**config.mk**
```make
export PLATFORM = sky130hd
export DESIGN_NAME = keyword_lexer
export DESIGN_NICKNAME = d
export VERILOG_FILES = /design/src/rtl/core/kl_pkg.sv /design/src/rtl/core/kl_scan.sv /design/src/rtl/core/keyword_lexer.sv
export SDC_FILE = /design/constraint.sdc
export NUM_CORES = 1
export LEC_CHECK = 0
export BUFFER_PORTS_ARGS = -buffer_cell sky130_fd_sc_hd__buf_2
export CAP_MARGIN = 30
export CORE_ASPECT_RATIO = 1.2
export CORE_MARGIN = 1.5
export CORE_UTILIZATION = 40
export CTS_CLUSTER_SIZE = 20
export DETAILED_ROUTE_END_ITERATION = 7
export SKIP_CTS_REPAIR_TIMING = 1
export SYNTH_ARGS = -nofsm -noshare
export SYNTH_HDL_FRONTEND = slang
export SYNTH_HIERARCHICAL = 1
export SYNTH_SLANG_ARGS = --single-unit
```
**constraint.sdc**
```tcl
create_clock -name clock -period 5.5 [get_ports clock]
set_input_delay 1.65 -clock clock [delete_from_list [all_inputs] [get_ports clock]]
set_output_delay 1.65 -clock clock [all_outputs]
set_load 0.01 [all_outputs]
```
**src/rtl/core/kl_pkg.sv**
```systemverilog
// Package for the keyword lexer: token codes, keyword tables, word state and
// result beat types. No dependencies.
`default_nettype none

package kl_pkg;

   localparam int CHAR_W       = 8;
   localparam int KIND_W       = 4;
   localparam int LEN_W        = 9;
   localparam int MAX_WORD_LEN = 256;
   localparam int NUM_KW       = 5;
   localparam int KW_MAX_LEN   = 5;
   localparam int KW_POS_W     = $clog2(KW_MAX_LEN);
   localparam int QUEUE_DEPTH  = 4;
   localparam int QPTR_W       = $clog2(QUEUE_DEPTH);
   localparam int QCNT_W       = $clog2(QUEUE_DEPTH + 1);

   localparam logic [KIND_W-1:0] KIND_ADDX     = KIND_W'(0);
   localparam logic [KIND_W-1:0] KIND_RMX      = KIND_W'(1);
   localparam logic [KIND_W-1:0] KIND_SHOWX    = KIND_W'(2);
   localparam logic [KIND_W-1:0] KIND_EXECF    = KIND_W'(3);
   localparam logic [KIND_W-1:0] KIND_MA       = KIND_W'(4);
   localparam logic [KIND_W-1:0] KIND_VARIABLE = KIND_W'(5);
   localparam logic [KIND_W-1:0] KIND_NUMBER   = KIND_W'(6);
   localparam logic [KIND_W-1:0] KIND_COLON    = KIND_W'(7);
   localparam logic [KIND_W-1:0] KIND_SQUARE   = KIND_W'(8);
   localparam logic [KIND_W-1:0] KIND_ANGLE    = KIND_W'(9);
   localparam logic [KIND_W-1:0] KIND_ROUND    = KIND_W'(10);
   localparam logic [KIND_W-1:0] KIND_SEMI     = KIND_W'(11);

   localparam logic [CHAR_W-1:0] CH_NUL    = 8'h00;
   localparam logic [CHAR_W-1:0] CH_TAB    = 8'h09;
   localparam logic [CHAR_W-1:0] CH_LF     = 8'h0a;
   localparam logic [CHAR_W-1:0] CH_CR     = 8'h0d;
   localparam logic [CHAR_W-1:0] CH_SPACE  = 8'h20;
   localparam logic [CHAR_W-1:0] CH_COLON  = 8'h3a;
   localparam logic [CHAR_W-1:0] CH_SEMI   = 8'h3b;
   localparam logic [CHAR_W-1:0] CH_LSQ    = 8'h5b;
   localparam logic [CHAR_W-1:0] CH_RSQ    = 8'h5d;
   localparam logic [CHAR_W-1:0] CH_LANGLE = 8'h3c;
   localparam logic [CHAR_W-1:0] CH_RANGLE = 8'h3e;
   localparam logic [CHAR_W-1:0] CH_LPAR   = 8'h28;
   localparam logic [CHAR_W-1:0] CH_RPAR   = 8'h29;
   localparam logic [CHAR_W-1:0] CH_MINUS  = 8'h2d;
   localparam logic [CHAR_W-1:0] CH_ZERO   = 8'h30;
   localparam logic [CHAR_W-1:0] CH_NINE   = 8'h39;

   // keyword k, character position p
   localparam logic [CHAR_W-1:0] KW_TEXT [NUM_KW][KW_MAX_LEN] = '{
      '{8'h61, 8'h64, 8'h64, 8'h78, 8'h00},   // addx
      '{8'h72, 8'h6d, 8'h78, 8'h00, 8'h00},   // rmx
      '{8'h73, 8'h68, 8'h6f, 8'h77, 8'h78},   // showx
      '{8'h65, 8'h78, 8'h65, 8'h63, 8'h66},   // execf
      '{8'h6d, 8'h61, 8'h00, 8'h00, 8'h00}    // ma
   };
   localparam logic [LEN_W-1:0] KW_LEN [NUM_KW] = '{
      LEN_W'(4), LEN_W'(3), LEN_W'(5), LEN_W'(5), LEN_W'(2)
   };

   typedef struct packed {
      logic              active;
      logic [LEN_W-1:0]  len;
      logic [NUM_KW-1:0] cand;
      logic              num;
   } word_state_type;

   typedef struct packed {
      logic [KIND_W-1:0] kind;
      logic              closing;
      logic [LEN_W-1:0]  len;
      logic              last;
   } result_type;

   localparam word_state_type WORD_CLEAR = '{
      active: 1'b0, len: '0, cand: '1, num: 1'b1
   };

endpackage

`default_nettype wire

```
**src/rtl/core/kl_scan.sv**
```systemverilog
// Per-byte lexer step: classifies one byte against the running word state and
// gives the next state plus up to two result beats. Depends on kl_pkg.
`default_nettype none

module kl_scan (
   input  wire logic [kl_pkg::CHAR_W-1:0] char_code,
   input  wire logic                      end_of_input,
   input  wire kl_pkg::word_state_type    cur,
   output kl_pkg::word_state_type         nxt,
   output kl_pkg::result_type             res0,
   output kl_pkg::result_type             res1,
   output logic [1:0]                     res_count
);
   import kl_pkg::*;

   logic                 is_ws;
   logic                 is_punct;
   logic [KIND_W-1:0]    punct_kind;
   logic                 punct_close;
   logic                 is_digit;
   word_state_type       base;
   word_state_type       grown;
   logic [KIND_W-1:0]    grown_kind;
   logic [KIND_W-1:0]    cur_kind;
   logic [KW_POS_W-1:0]  pos_lo;

   always_comb begin
      is_ws = char_code inside {CH_SPACE, CH_TAB, CH_CR, CH_LF, CH_NUL};
      is_punct    = 1'b1;
      punct_close = 1'b0;
      punct_kind  = KIND_VARIABLE;
      case (char_code)
         CH_COLON:  punct_kind = KIND_COLON;
         CH_SEMI:   punct_kind = KIND_SEMI;
         CH_LSQ:    punct_kind = KIND_SQUARE;
         CH_RSQ: begin
            punct_kind  = KIND_SQUARE;
            punct_close = 1'b1;
         end
         CH_LANGLE: punct_kind = KIND_ANGLE;
         CH_RANGLE: begin
            punct_kind  = KIND_ANGLE;
            punct_close = 1'b1;
         end
         CH_LPAR:   punct_kind = KIND_ROUND;
         CH_RPAR: begin
            punct_kind  = KIND_ROUND;
            punct_close = 1'b1;
         end
         default:   is_punct = 1'b0;
      endcase
      is_digit = (char_code >= CH_ZERO) && (char_code <= CH_NINE);
   end

   // absorb the byte into the word
   always_comb begin
      base   = cur.active ? cur : WORD_CLEAR;
      pos_lo = base.len[KW_POS_W-1:0];
      grown  = base;
      grown.active = 1'b1;
      for (int k = 0; k < NUM_KW; k++) begin
         if (!((base.len < KW_LEN[k]) && (KW_TEXT[k][pos_lo] == char_code)))
            grown.cand[k] = 1'b0;
      end
      if (base.len == '0)
         grown.num = is_digit || (char_code == CH_MINUS);
      else if (!is_digit)
         grown.num = 1'b0;
      if (base.len < LEN_W'(MAX_WORD_LEN))
         grown.len = base.len + LEN_W'(1);
   end

   always_comb begin
      grown_kind = grown.num ? KIND_NUMBER : KIND_VARIABLE;
      cur_kind   = cur.num ? KIND_NUMBER : KIND_VARIABLE;
      for (int k = NUM_KW - 1; k >= 0; k--) begin
         if (grown.cand[k] && (grown.len == KW_LEN[k]))
            grown_kind = KIND_W'(k);
         if (cur.cand[k] && (cur.len == KW_LEN[k]))
            cur_kind = KIND_W'(k);
      end
   end

   always_comb begin
      nxt       = cur;
      res0      = '{kind: punct_kind, closing: punct_close, len: LEN_W'(1), last: 1'b1};
      res1      = res0;
      res_count = 2'd0;
      if (!is_ws && !is_punct) begin
         if (end_of_input) begin
            res0      = '{kind: grown_kind, closing: 1'b0, len: grown.len, last: 1'b1};
            res_count = 2'd1;
            nxt       = WORD_CLEAR;
         end else begin
            nxt = grown;
         end
      end else begin
         nxt = WORD_CLEAR;
         if (cur.active) begin
            res0 = '{kind: cur_kind, closing: 1'b0, len: cur.len, last: !is_punct};
            res_count = is_punct ? 2'd2 : 2'd1;
         end else if (is_punct) begin
            res_count = 2'd1;
         end
      end
   end

endmodule

`default_nettype wire

```
**src/rtl/core/keyword_lexer.sv**
```systemverilog
// Keyword lexer top level: input register, per-byte classifier and a small
// result queue. Depends on kl_pkg and kl_scan.
//
// Takes one source byte per cycle while req_stall is low and reports each
// token's kind and length. A byte is registered on accept and classified
// from that register once the queue has room; its results enter a four-beat
// queue and appear on rsp_ in order from the queue head. A byte yields zero,
// one or two beats, and a new byte can be accepted as the held one advances;
// the input stalls only while three or more beats wait in the queue, which takes
// backpressure on rsp_stall, and stays stalled until the queue is down to two.
`default_nettype none

module keyword_lexer (
   input  wire logic                      clock,
   input  wire logic                      reset,
   input  wire logic                      req_valid,
   output logic                           req_stall,
   input  wire logic [kl_pkg::CHAR_W-1:0] req_char_code,
   input  wire logic                      req_end_of_input,
   output logic                           rsp_valid,
   input  wire logic                      rsp_stall,
   output logic [kl_pkg::KIND_W-1:0]      rsp_token_kind,
   output logic                           rsp_closing,
   output logic [kl_pkg::LEN_W-1:0]       rsp_word_length,
   output logic                           rsp_last_of_run
);
   import kl_pkg::*;

   logic                in_vld_ff, in_vld_in;
   logic [CHAR_W-1:0]   in_char_ff;
   logic                in_eoi_ff;
   word_state_type      word_ff, word_in;
   result_type          queue_ff [QUEUE_DEPTH];
   logic [QPTR_W-1:0]   head_ff, head_in;
   logic [QPTR_W-1:0]   tail_ff, tail_in;
   logic [QCNT_W-1:0]   count_ff, count_in;

   word_state_type      scan_nxt;
   result_type          res0, res1;
   logic [1:0]          res_count;
   logic                advance;
   logic                accept;
   logic                pop;
   logic [QCNT_W-1:0]   push_n;
   logic [QPTR_W-1:0]   tail_plus1;

   kl_scan u_scan (
      .char_code    (in_char_ff),
      .end_of_input (in_eoi_ff),
      .cur          (word_ff),
      .nxt          (scan_nxt),
      .res0         (res0),
      .res1         (res1),
      .res_count    (res_count)
   );

   always_comb begin
      advance    = in_vld_ff && (count_ff <= QCNT_W'(QUEUE_DEPTH - 2));
      req_stall  = in_vld_ff && !advance;
      accept     = req_valid && !req_stall;
      rsp_valid  = (count_ff != '0);
      pop        = rsp_valid && !rsp_stall;
      push_n     = advance ? QCNT_W'(res_count) : '0;
      tail_plus1 = tail_ff + QPTR_W'(1);

      in_vld_in = accept ? 1'b1 : (advance ? 1'b0 : in_vld_ff);
      word_in   = advance ? scan_nxt : word_ff;
      head_in   = pop ? head_ff + QPTR_W'(1) : head_ff;
      tail_in   = tail_ff + QPTR_W'(push_n);
      count_in  = count_ff + push_n - QCNT_W'(pop);

      rsp_token_kind  = queue_ff[head_ff].kind;
      rsp_closing     = queue_ff[head_ff].closing;
      rsp_word_length = queue_ff[head_ff].len;
      rsp_last_of_run = queue_ff[head_ff].last;
   end

   always_ff @(posedge clock) begin
      if (reset) begin
         in_vld_ff <= 1'b0;
         word_ff   <= WORD_CLEAR;
         head_ff   <= '0;
         tail_ff   <= '0;
         count_ff  <= '0;
      end else begin
         in_vld_ff <= in_vld_in;
         word_ff   <= word_in;
         head_ff   <= head_in;
         tail_ff   <= tail_in;
         count_ff  <= count_in;
      end
   end

   always_ff @(posedge clock) begin
      if (accept) begin
         in_char_ff <= req_char_code;
         in_eoi_ff  <= req_end_of_input;
      end
      if (push_n != '0)
         queue_ff[tail_ff] <= res0;
      if (push_n == QCNT_W'(2))
         queue_ff[tail_plus1] <= res1;
   end

`ifndef SYNTHESIS
   a_queue_bound: assert property (@(posedge clock) disable iff (reset)
      count_ff <= QCNT_W'(QUEUE_DEPTH))
      else $error("result queue overflow");

   a_len_bound: assert property (@(posedge clock) disable iff (reset)
      word_ff.len <= LEN_W'(MAX_WORD_LEN))
      else $error("word length past saturation");

   a_eoi_closes: assert property (@(posedge clock) disable iff (reset)
      (advance && in_eoi_ff) |=> !word_ff.active)
      else $error("word still open after end of input");

   a_ptr_track: assert property (@(posedge clock) disable iff (reset)
      (count_ff == '0) |-> (head_ff == tail_ff))
      else $error("queue pointers disagree with beat count");
`endif

endmodule

`default_nettype wire
```
==> results.py <==
metrics = {
    "logic_synthesis": {
        "ys_seq_elements": 95,
        "synth_compound_area_share_pct": 12.0,
        "ys.flop_type": "edfxtp_1",
        "synth_top_family_by_area": "multiplexers",
        "synth_edf_count": 69,
        "synthCells": 578,
        "synth_cell_types": 68,
        "avgSynthCellArea_sq_um": 10.8,
        "synthXorXnorAreaFrac_pct": 1.96,
        "async_flop_share_pct": 0,
        "netlist_area_sq_mm": 0.00626,
        "ys_warn_count": 6,
        "synthMuxAreaShare_pct": 19.1,
        "synth_adder_area_share_pct": 2.12,
        "ys_seq_area_share_pct": 41.4,
        "yosys.area_share.simple_pct": 17.3,
    },
    "clocking": {
        "clockBufferDepth": 2,
        "htree_levels": 3,
        "cts_tree": "built",
        "numCtsBuffers": 9,
        "clkLatencyLatePin_ps": 350,
        "cts.sinks": 95,
        "clk_pin_slew_ps": 70,
        "clockRootBuffer": "clkbuf_16",
    },
    "floorplanning": {
        "coreArea_sq_mm": 0.0151,
        "num_rows": 49,
        "die_area_sq_mm": 0.0164,
        "io_pins": 30,
        "die_w_um": 117,
        "die_h_um": 140,
        "initial_core_util_pct": 41.4,
    },
    "detailed_routing": {
        "drc": 0,
        "drtPass1Iterations": 4,
        "wl_per_cell_um": 18.6,
        "via_count": 4513,
        "drtIter0Drc": 507,
        "ant_nets": 0,
        "finalWirelength_um": 14600,
        "viasPerCell": 5.75,
    },
    "sta": {
        "finalSetupViolCount": 0,
        "period_minus_slack_ps": 4280,
        "hold_violations": 0,
        "rsz0062_at_grt": "no",
        "clock_skew_ps": 8.51,
        "fin_ws_ps": 1220,
        "drv_slew": 0,
        "worst_pin_slew_ps": 884,
        "timing.hold.ws_ps": 529,
        "min_period_over_period_pct": 77.8,
        "maxSlewHeadroom_pct": 40.9,
        "max_freq_ghz": 0.234,
        "tns_ps": 0,
    },
    "run": {
        "maxCapViolCount": 0,
    },
    "layout": {
        "fillers": 1438,
        "nNetsFinal": 599,
        "ff_latch_area_sq_mm": 0.00259,
        "multiInputGateArea_sq_mm": 0.00335,
        "antenna_cells": 0,
        "area_delta_synth_final_pct": 8.05,
        "stdcell_count": 785,
        "final_layout_size_suffix_gt1_share_pct": 25.3,
    },
    "critical_path": {
        "crit_required_ps": 5600,
        "crit_type": "reg2reg",
        "critical_path_arrival_ps": 4380,
        "crit_family": "simple AND/OR/NAND/NOR gates",
        "cp_cell_sequence": "and3b_1 > or4b_1 > and3_1 > nand3_1 > and2_1 > nor2b_1 > nand4_4 > mux2_4",
        "reg2reg_depth": 8,
        "r2r_start": "in_char_ff[4]",
        "critPathCaptureType": "flip-flop",
        "cp_slowest_stage_delay_ps": 660,
        "r2r_slack_ps": 1220,
        "crit_buf_inv": 0,
        "worstReg2RegEnd": "queue_ff[3][12]",
        "worstPathMaxFanout": 18,
        "slowest_stage": "edfxtp_1",
        "start_kind": "flip-flop",
    },
    "power_and_ir_drop": {
        "irDropWorstVdd_mv": 0.128,
        "power.density_mw_per_mm2": 287,
        "finalPower_w": 0.00194,
        "leakage_nw": 2.53,
    },
    "global_route": {
        "grt_pass1_vias": 4445,
        "grt_max_degree": 40,
        "grt_pass1_wl_um": 23600,
        "grt_overflow_total": 0,
        "antenna_found_initial": 0,
        "grt_util_all_layers_pct": 18.7,
    },
    "hold_path": {
        "whs_path_depth": 2,
        "worstHoldEndpoint": "head_ff[0]",
        "hold_start": "head_ff[0]",
        "hold_path_class": "reg2reg",
    },
    "run_status": {
        "outcome": "completed",
    },
    "placed_design": {
        "dp.cells": 769,
        "port-buffer-count": 29,
        "pre_cts_ws_ps": 1250,
        "place_congestion": 0.906,
        "hpwl_um": 9980,
    },
}
## where the power goes
group | total [W] | leakage (nW) | switching (W) | internal, W
registers | 0.000879 | 0.842 | 0.0000701 | 0.000809
clock network | 0.000645 | 0.148 | 0.000277 | 0.000368
logic | 0.000418 | 1.54 | 0.000233 | 0.000186
## placed cells by master, fill, tap and decap left out, types with 4 or more instances in the layout
cell type and count:
edfxtp_1 69, mux2_4 40, nand2_1 37, nor2_1 33
nand3_1 30, o21ai_0 29, buf_2 29, a21oi_1 28
dfxtp_1 26, mux2_2 21, inv_1 17, mux4_2 15
nor2b_1 14, nand4_1 12, and3_1 11, conb_1 10
ha_1 9, clkbuf_16 9, xor2_1 8, nor3_1 7
a211o_1 6, or3_1 6, a31oi_1 6, xnor2_1 6
buf_4 6, a22oi_1 6, and2_1 5, nor3b_1 5
nand2b_1 5, o31ai_1 5, nand4_4 4, o22ai_1 4
## cell families (layout without fill, tap and decap cells)
family,after synthesis,in the layout
buf+inv,75,70
other cells,2,10
xor+xnor,14,14
simple gates,191,191
compound gates,113,113
mux,78,78
flops,95,95
fa+ha+maj,10,10
## area by class of cell
cell class                      instances  share of cell area (%)
Multi-Input combinational cell        416                    49.5
Sequential cell                        95                    38.3
Tap cell                              204                    3.77
Clock buffer                           12                    3.64
Timing Repair Buffer                   36                    3.03
Inverter                               18                   0.998
Clock inverter                          4                   0.776
## worst min-delay path, stage by stage, from the launching register on
cell,delay [ps]
dfxtp_1,310
o21ai_0,100
a21oi_1,70
## layer usage
| layer | up-vias | track usage, % | share of wire, % |
|---|---|---|---|
| met1 | 2221 | 23.2 | 42 |
| met3 | 20 | 2.12 | 3.8 |
| met2 | 130 | 33.4 | 52 |
| li1 | 2142 | - | - |
| met5 | - | 0 | 0 |
| met4 | 0 | 6.21 | 1.7 |
## through the flow
stage | util (%) | area, sq um
CTS | 44.7 | 6770
global placement | 42.6 | 6450
floorplan | - | 6290
finish | 44.7 | 6770
detailed placement | 42.7 | 6470
global route | 44.7 | 6770
## state kept, by name (all words and copies together) (netlist names), named ones only
register and count:
word_ff 16, in_char_ff 8, count_ff 3, queue_ff 60, tail_ff 2, head_ff 2, in_vld_ff 1, in_eoi_ff 1
## Yosys cell counts (3+ instances only)
cell type	instances	area (sq um)
nand2_1	37	139
nand4_1	12	75.1
nand3_1	30	150
buf_6	4	45.0
o211ai_1	3	22.5
o21ai_0	29	145
xor2_1	8	70.1
a211oi_1	5	37.5
o22ai_1	4	25.0
nor2b_1	14	87.6
o2111ai_1	3	26.3
o31ai_1	5	37.5
ha_1	9	113
buf_4	13	97.6
a22oi_1	6	45.0
mux2_2	21	236
clkbuf_1	24	90.1
xnor2_1	6	52.6
and2_1	5	31.3
inv_1	17	63.8
nor2_1	33	124
a32oi_1	3	26.3
a31oi_1	6	37.5
and3_1	11	68.8
edfxtp_1	69	2070
nand4b_1	3	26.3
nand3b_1	3	22.5
mux2_4	40	601
or3_1	6	37.5
nand2_2	3	18.8
dfxtp_1	26	521
nor3_1	9	45.0
nand4_4	4	85.1
nand2b_1	5	31.3
buf_2	14	70.1
a21oi_1	28	140
a211o_1	6	52.6
mux4_2	15	338
nor3b_1	5	37.5
## worst max-delay path by stage
stage / from / endpoint / slack (ps) / cells past startpoint
after floorplan: in_char_ff[7] / queue_ff[1][0] / 1710 / 11
after global placement: in_char_ff[4] / queue_ff[3][10] / 1370 / 8
after detailed placement: in_char_ff[4] / queue_ff[3][12] / 1250 / 8
after CTS: in_char_ff[4] / queue_ff[3][12] / 1240 / 8
after global routing: in_char_ff[4] / queue_ff[0][11] / 950 / 8
final: in_char_ff[4] / queue_ff[3][12] / 1220 / 8
Note: power is estimated with default switching activity, not from simulation.
